<file path="src/design/tmdd_pkg.sv">
`default_nettype none

package tmdd_pkg;

    // Grid size defaults.
    localparam int GRID_COLS_DEF = 64;
    localparam int GRID_ROWS_DEF = 64;

    // Field widths of the stream items.
    localparam int IN_COL_W  = 6;
    localparam int IN_ROW_W  = 6;
    localparam int CHAN_W    = 16;
    localparam int NUM_CHAN  = 3;
    localparam int WORD_W    = NUM_CHAN * CHAN_W;
    localparam int S_TDATA_W = 64;
    localparam int M_TDATA_W = WORD_W;

    // Configuration port.
    localparam int GAIN_W    = 16;
    localparam int CFG_IDX_W = 1;
    localparam logic [CFG_IDX_W-1:0] CFG_DIFFUSION = 1'b0;
    localparam logic [CFG_IDX_W-1:0] CFG_RETENTION = 1'b1;
    localparam logic [GAIN_W-1:0] DIFFUSION_RESET = 16'd32768;
    localparam logic [GAIN_W-1:0] RETENTION_RESET = 16'd58982;

    // Item kinds carried on tuser.
    localparam logic FUNC_WRITE = 1'b0;
    localparam logic FUNC_READ  = 1'b1;

    // Arithmetic widths. The sum of nine channels fits in 20 bits.
    localparam int BLUR_AREA    = 9;
    localparam int SUM_W        = 20;
    localparam int PROD1_W      = SUM_W + GAIN_W;
    localparam int RECIP_W      = 16;
    localparam int RECIP9_SHIFT = 19;
    localparam logic [RECIP_W-1:0] RECIP9 = RECIP_W'((1 << RECIP9_SHIFT) / BLUR_AREA);
    localparam int QP_W         = SUM_W + RECIP_W;
    localparam int Q_W          = QP_W - RECIP9_SHIFT;
    localparam int REM_W        = SUM_W + 1;
    localparam int T_W          = Q_W + 1;
    localparam int PROD2_W      = T_W + GAIN_W;

    // Neighbour offset along one axis.
    typedef enum logic [1:0] {
        OFF_MINUS = 2'd0,
        OFF_ZERO  = 2'd1,
        OFF_PLUS  = 2'd2
    } offset_t;

    // Commands from the controller to the datapath.
    typedef struct packed {
        logic    clr_en;
        logic    wr_en;
        logic    load;
        logic    rd_en;
        offset_t dc;
        offset_t dr;
        logic    acc_en;
        logic    ctr_cap;
        logic    mul1;
        logic    div;
        logic    add;
        logic    mul2;
        logic    out_load;
    } dp_cmd_t;

    // Status from the datapath to the controller.
    typedef struct packed {
        logic clr_last;
    } dp_status_t;

endpackage

`default_nettype wire

</file>
<file path="src/design/tmdd_ctrl.sv">
`default_nettype none

module tmdd_ctrl (
    input  wire logic                   aclk,
    input  wire logic                   aresetn,
    input  wire logic                   s_tvalid,
    output logic                        s_tready,
    input  wire logic                   s_func,
    output logic                        m_tvalid,
    input  wire logic                   m_tready,
    input  wire tmdd_pkg::dp_status_t   status,
    output tmdd_pkg::dp_cmd_t           cmd
);

    import tmdd_pkg::*;

    typedef enum logic [8:0] {
        ST_CLEAR = 9'b000000001,
        ST_IDLE  = 9'b000000010,
        ST_READ  = 9'b000000100,
        ST_DRAIN = 9'b000001000,
        ST_MUL1  = 9'b000010000,
        ST_DIV   = 9'b000100000,
        ST_ADD   = 9'b001000000,
        ST_MUL2  = 9'b010000000,
        ST_OUT   = 9'b100000000
    } state_t;

    state_t  state_reg, state_next;
    offset_t dc_reg, dc_next;
    offset_t dr_reg, dr_next;
    logic    acc_pend_reg, acc_pend_next;
    logic    ctr_pend_reg, ctr_pend_next;
    logic    mvalid_reg, mvalid_next;
    logic    accept;
    logic    out_load;

    assign s_tready = (state_reg == ST_IDLE);
    assign accept   = s_tvalid && s_tready;
    assign out_load = (state_reg == ST_OUT) && (!mvalid_reg || m_tready);
    assign m_tvalid = mvalid_reg;

    always_comb begin
        state_next    = state_reg;
        dc_next       = dc_reg;
        dr_next       = dr_reg;
        // Read data returns in the cycle after its address, so accumulation lags.
        acc_pend_next = (state_reg == ST_READ);
        ctr_pend_next = (state_reg == ST_READ) && (dc_reg == OFF_ZERO) && (dr_reg == OFF_ZERO);

        unique case (state_reg)
            ST_CLEAR: begin
                if (status.clr_last) begin
                    state_next = ST_IDLE;
                end
            end
            ST_IDLE: begin
                if (accept && (s_func == FUNC_READ)) begin
                    state_next = ST_READ;
                    dc_next    = OFF_MINUS;
                    dr_next    = OFF_MINUS;
                end
            end
            ST_READ: begin
                if (dc_reg == OFF_PLUS) begin
                    dc_next = OFF_MINUS;
                    if (dr_reg == OFF_PLUS) begin
                        state_next = ST_DRAIN;
                    end else if (dr_reg == OFF_MINUS) begin
                        dr_next = OFF_ZERO;
                    end else begin
                        dr_next = OFF_PLUS;
                    end
                end else if (dc_reg == OFF_MINUS) begin
                    dc_next = OFF_ZERO;
                end else begin
                    dc_next = OFF_PLUS;
                end
            end
            ST_DRAIN: state_next = ST_MUL1;
            ST_MUL1:  state_next = ST_DIV;
            ST_DIV:   state_next = ST_ADD;
            ST_ADD:   state_next = ST_MUL2;
            ST_MUL2:  state_next = ST_OUT;
            ST_OUT: begin
                if (out_load) begin
                    state_next = ST_IDLE;
                end
            end
            default: state_next = ST_CLEAR;
        endcase

        if (out_load) begin
            mvalid_next = 1'b1;
        end else if (m_tready) begin
            mvalid_next = 1'b0;
        end else begin
            mvalid_next = mvalid_reg;
        end
    end

    always_comb begin
        cmd          = '0;
        cmd.clr_en   = (state_reg == ST_CLEAR);
        cmd.wr_en    = accept && (s_func == FUNC_WRITE);
        cmd.load     = accept && (s_func == FUNC_READ);
        cmd.rd_en    = (state_reg == ST_READ);
        cmd.dc       = dc_reg;
        cmd.dr       = dr_reg;
        cmd.acc_en   = acc_pend_reg;
        cmd.ctr_cap  = ctr_pend_reg;
        cmd.mul1     = (state_reg == ST_MUL1);
        cmd.div      = (state_reg == ST_DIV);
        cmd.add      = (state_reg == ST_ADD);
        cmd.mul2     = (state_reg == ST_MUL2);
        cmd.out_load = out_load;
    end

    always_ff @(posedge aclk) begin
        if (!aresetn) begin
            state_reg    <= ST_CLEAR;
            dc_reg       <= OFF_MINUS;
            dr_reg       <= OFF_MINUS;
            acc_pend_reg <= 1'b0;
            ctr_pend_reg <= 1'b0;
            mvalid_reg   <= 1'b0;
        end else begin
            state_reg    <= state_next;
            dc_reg       <= dc_next;
            dr_reg       <= dr_next;
            acc_pend_reg <= acc_pend_next;
            ctr_pend_reg <= ctr_pend_next;
            mvalid_reg   <= mvalid_next;
        end
    end

endmodule

`default_nettype wire

</file>
<file path="config.mk">
export PLATFORM = sky130hd
export DESIGN_NAME = tmdd_ctrl
export DESIGN_NICKNAME = d
export VERILOG_FILES = /design/src/design/tmdd_pkg.sv /design/src/design/tmdd_ctrl.sv
export SDC_FILE = /design/constraint.sdc
export NUM_CORES = 1
export LEC_CHECK = 0
export BUFFER_PORTS_ARGS = -buffer_cell sky130_fd_sc_hd__buf_4
export CAP_MARGIN = 0
export CORE_MARGIN = 5
export CORE_UTILIZATION = 46
export CTS_CLUSTER_DIAMETER = 120
export DETAILED_ROUTE_END_ITERATION = 10
export GPL_TIMING_DRIVEN = 0
export PLACE_DENSITY = 0.74
export SKIP_CTS_REPAIR_TIMING = 1
export SYNTH_ARGS = -nofsm -noshare
export SYNTH_HDL_FRONTEND = slang
export SYNTH_SLANG_ARGS = --single-unit
</file>
<file path="constraint.sdc">
create_clock -name aclk -period 3.4 [get_ports aclk]
set_input_delay 0.17 -clock aclk [delete_from_list [all_inputs] [get_ports aclk]]
set_output_delay 0.17 -clock aclk [all_outputs]
set_load 0.05 [all_outputs]
</file>
### Yosys cells after proc, flatten, opt, wreduce, memory -nomap -nowiden

Index checks and enable logic that the tools add are counted.

* flip-flop bits (word level): 16
* latch bits: 0
* memory bits (writable): 0
* ROM bits: 0
* bits of input ports: 6
* output and inout bits: 17
* word-level logic and storage cells: 57
* memories kept: 0

* add/sub/neg operators: 0
* $mul: 0
* div/mod/pow operators: 0
* $lt $le $gt $ge: 0
* equality and inequality tests: 19
* shift-type cells: 0
* multiplexer cells: 16
* bitwise operators: 1
* reductions and logical operators: 15

Operator list (number)
* one-hot mux 9 bit (9 select lines): 1
* two-way mux 9 bit: 5
* two-way mux 2 bit: 6
* equality test 9 x 1 -> 1 bit (second input constant): 1
* equality test 9 x 2 -> 1 bit (second input constant): 1
* equality test 9 x 3 -> 1 bit (second input constant): 1
* equality test 9 x 4 -> 1 bit (second input constant): 1
* equality test 9 x 5 -> 1 bit (second input constant): 1
* equality test 9 x 6 -> 1 bit (second input constant): 1
* equality test 9 x 7 -> 1 bit (second input constant): 1
* equality test 9 x 8 -> 1 bit (second input constant): 1
* equality test 9 bit (second input constant): 1
* one-hot mux 2 bit (2 select lines): 2
* logical AND 1 bit: 6
* inequality test 2 x 1 -> 1 bit (second input constant): 3
* inequality test 2 bit (second input constant): 3
* AND reduction 5 bit: 1
* equality test 2 x 1 -> 1 bit (second input constant): 2
* equality test 2 bit (second input constant): 2
* logical NOT 2 bit: 2
* AND reduction 4 bit: 1
* nonzero test 2 bit: 2
* two-way mux 1 bit: 2
* AND reduction 2 bit: 1
* other kinds (3): 3

### Depth between registers and ports, before layout

* depth after elaboration: 5
* gate-level depth with buffers: 6
* gate-level depth less buffers: 4

### Least setup slack after synthesis

No wires, ideal clock.

* path type: register -> output
* start point: register state_reg[8]
* end point: output cmd[13] (netlist name)
* arrival: 2.113 ns
* required time: 3.230 ns
* path slack: 1.117 ns
* stages on the path, launching flop included: 6
* path buffers: 1
* path through: dfxtp_1 buf_6 or4_1 nor2_1 and2_1 and3b_1

RTL lines
* start: declaration: RTL line tmdd_ctrl.sv:29 `state_t state_reg, state_next;`
* start signal: assignment: RTL line tmdd_ctrl.sv:128 `state_reg <= state_next;`
* end: declaration: RTL line tmdd_ctrl.sv:12 `output tmdd_pkg::dp_cmd_t cmd`

==> flow_metrics.env <==
export IMPL_outcome="completed"
export IMPL_postRouteAntennaNets=0
export IMPL_ys_flop_type="dfxtp_1"
export IMPL_cp_max_fo=7
export IMPL_min_from="m_tready"
export IMPL_critPathCaptureType="primary output"
export IMPL_areaGrowthSynthToFinish_pct=21.9
export IMPL_largest_register_ffs=9
export IMPL_wl_per_cell_um=13.2
export IMPL_required_ns=3.23
export IMPL_drc=0
export IMPL_min_period_ns=2.21
export IMPL_vias=945
export IMPL_grt_setup_unrepaired="no"
export IMPL_reg2reg_slack_ns=1.42
export IMPL_r2r_cells=5
export IMPL_wl_um=2260
export IMPL_cts_made_buffers=3
export IMPL_clkTransAtPathRegs_ns=0.09
export IMPL_start_kind="flip-flop"
export IMPL_grt_max_degree=11
export IMPL_cap_viol_max_count=0
export IMPL_synth_edff_count=0
export IMPL_std_cell_rows=17
export IMPL_drt_pass1_iter_count=4
export IMPL_p_int_w=0.000282
export IMPL_crit_family="simple AND/OR/NAND/NOR gates"
export IMPL_vdd_drop_max_mv=0.187
export IMPL_combPwrFrac_pct=29.9
export IMPL_cp_arrival_ns=2.04
export IMPL_ys_ff_latch=16
export IMPL_grt_met2_usage_pct=23.0
export IMPL_hold_path_class="input port to flip-flop"
export IMPL_hold_violations=0
export IMPL_critical_path_slowest_cell="or4_1"
export IMPL_layout_drive_gt1_share_pct=30.8
export IMPL_netlist_instances=118
export IMPL_clk_insertion_delay_late_ns=0.29
export IMPL_multiInputGateArea_um2=572
export IMPL_synth_area_leaders="dfxtp_1 31%, nor4_1 4.9%, nor4b_4 4.7%"
export IMPL_synth_top_cells_by_count="16 x dfxtp_1, 9 x inv_1, 8 x nor4_1"
export IMPL_cts_sinks=16
export IMPL_fin_ws_ns=1.19
export IMPL_switchingPower_w=0.000134
export IMPL_clock_path_buffers=2
export IMPL_grt_pass1_vias=867
export IMPL_met3_usage_pct=2.26
export IMPL_holdWs_ns=0.224
export IMPL_critPathKind="flip-flop to primary output"
export IMPL_cts_tree="done"
export IMPL_r2r_start="state_reg[1]"
export IMPL_post_route_util_pct=57.2
export IMPL_crit_chain="buf_6 > or4_1 > nor2_1 > and2_1 > and3b_1 > buf_4"
export IMPL_synth_fa_ha_area_share_pct=0
export IMPL_syn_mean_instance_area_um2=8.62
export IMPL_grt_remaining_overflow=0
export IMPL_register_area_um2=320
export IMPL_htreeDepth=1
export IMPL_seq_power_share_pct=46.8
export IMPL_fmax_mhz=452
export IMPL_synth_xor_area_share_pct=1.72
export IMPL_yosys_warnings=0
export IMPL_p_sw_share_pct=32.2
export IMPL_synth_simple_area_share_pct=39.1
export IMPL_slowest_delay_ns=0.55
export IMPL_p_leak_nw=0.533
export IMPL_synth_net_count=124
export IMPL_antenna_found_initial=0
export IMPL_nets=151
export IMPL_die_height_um=57.0
export IMPL_use_met1_pct=19.0
export IMPL_busiest_layer="met2"
export IMPL_synth_compound_area_share_pct=15.4
export IMPL_core_area_um2=2170
export IMPL_die_w_um=57.0
export IMPL_clockPowerShare_pct=23.3
export IMPL_track_usage_pct=14.6
export IMPL_drtIter0Drc=19
export IMPL_routabilityCongestion=0.800
export IMPL_synth_top_area_share_pct=31.5
export IMPL_grt_first_pass_wirelength_um=3840
export IMPL_place_detailed_hpwl_um=1750
export IMPL_yosysSeqAreaShare_pct=31.5
export IMPL_cp_buffers_inverters=2
export IMPL_fill_cells=214
export IMPL_root_buffer="clkbuf_4"
export IMPL_synthArstFlopShare_pct=0
export IMPL_port_buffers=22
export IMPL_skew_ns=0.00397
export IMPL_viasPerCell=5.53
export IMPL_synth_area_um2=1020
export IMPL_synthMuxAreaShare_pct=0
export IMPL_relSlewSlack_pct=42.0
export IMPL_synth_largest_area_cell="dfxtp_1"
export IMPL_synth_top_family_by_area="simple AND/OR/NAND/NOR gates"
export IMPL_p_total_w=0.000416
export IMPL_drv_slew=0
export IMPL_fin_tns_setup_ns=0
export IMPL_yosysMostFrequentCell="dfxtp_1"
export IMPL_r2r_end="state_reg[3]"
export IMPL_dp_slack_ns=1.49
export IMPL_tightest_slew_ns=0.862
export IMPL_hold_depth=4
export IMPL_setup_violations=0
export IMPL_pin_count=23
export IMPL_synth_cell_type_count=43
export IMPL_hold_path_end="state_reg[8]"
export IMPL_diodes=0
export IMPL_fin_crit_sh_pct=65.1
export IMPL_pwr_density_cell_nw_per_um2=336
export IMPL_dieArea_um2=3250
export IMPL_start_util_pct=46.9
-- tightest hold or removal path: cells and delay by family --
family	cells	cell delay, ns
and+or+nand+nor	2	0.16
AOI/OAI and AO/OA	1	0.06
buffers and inverters	1	0.08
-- cells by family after synthesis --
| logic type | Yosys count |
|---|---|
| buffers and inverters | 21 |
| AND/OR/NAND/NOR | 55 |
| flip-flops | 16 |
| AO/OA/AOI/OAI | 24 |
| XOR/XNOR | 2 |
-- worst max-delay path by stage --
stage                      start            to  slack, ns  cells past startpoint
global route        state_reg[7]        cmd[0]       0.97                      5
finish              state_reg[8]       cmd[13]       1.19                      6
CTS                 state_reg[8]       cmd[13]       1.19                      6
detailed placement  state_reg[7]  state_reg[3]       1.49                      3
floorplan           state_reg[8]       cmd[13]       1.12                      5
global placement    state_reg[1]  state_reg[3]       1.49                      5
-- stage by stage --
stage,cells,cell area [um^2]
final,171,1240
after global routing,171,1240
after CTS,171,1240
after detailed placement,168,1220
after global placement,168,1220
after floorplan,118,1020
-- power groups by stage --
stage,sequential [W],combinational [W],clock [W]
6_report,0.000195,0.000124,0.0000971
5_1_grt,0.000195,0.000135,0.000109
4_1_cts,0.000195,0.000124,0.0000998
3_5_place_dp,0.000199,0.000124,0
3_3_place_gp,0.000199,0.000123,0
2_1_floorplan,0.000199,0.0000958,0
-- placed cells by master, fill, tap and decap left out, types with 2 or more instances in the layout --
cell type,Yosys,final
o41ai_1,2,2
buf_4,6,28
nand2_1,6,6
and3_1,2,2
dfxtp_1,16,16
buf_6,3,3
inv_1,9,9
nor2_1,6,6
a21oi_1,6,6
nand3_1,5,5
and2_1,4,4
o21ai_0,6,6
clkbuf_1,2,2
nor4_1,8,8
clkbuf_4,0,3
a31oi_1,3,3
nor3_1,3,3
nand4_1,2,2
nand2b_1,3,3
nor4b_4,2,2
-- cell type report --
| type | count | area share [%] |
|---|---|---|
| buffer | 12 | 7.37 |
| clock buffer | 3 | 1.82 |
| inverter | 9 | 2.72 |
| multi-input combinational | 81 | 46.1 |
| sequential | 16 | 25.8 |
| tap | 28 | 2.83 |
| timing repair buffer | 22 | 13.3 |
-- per-layer routing --
metal  vias to the layer above  wire [um]
li1                        481          -
met4                         0         48
met2                        22       1100
met1                       437       1030
met3                         5         86
met5                         -          0
(Power assumes the default switching activity.)
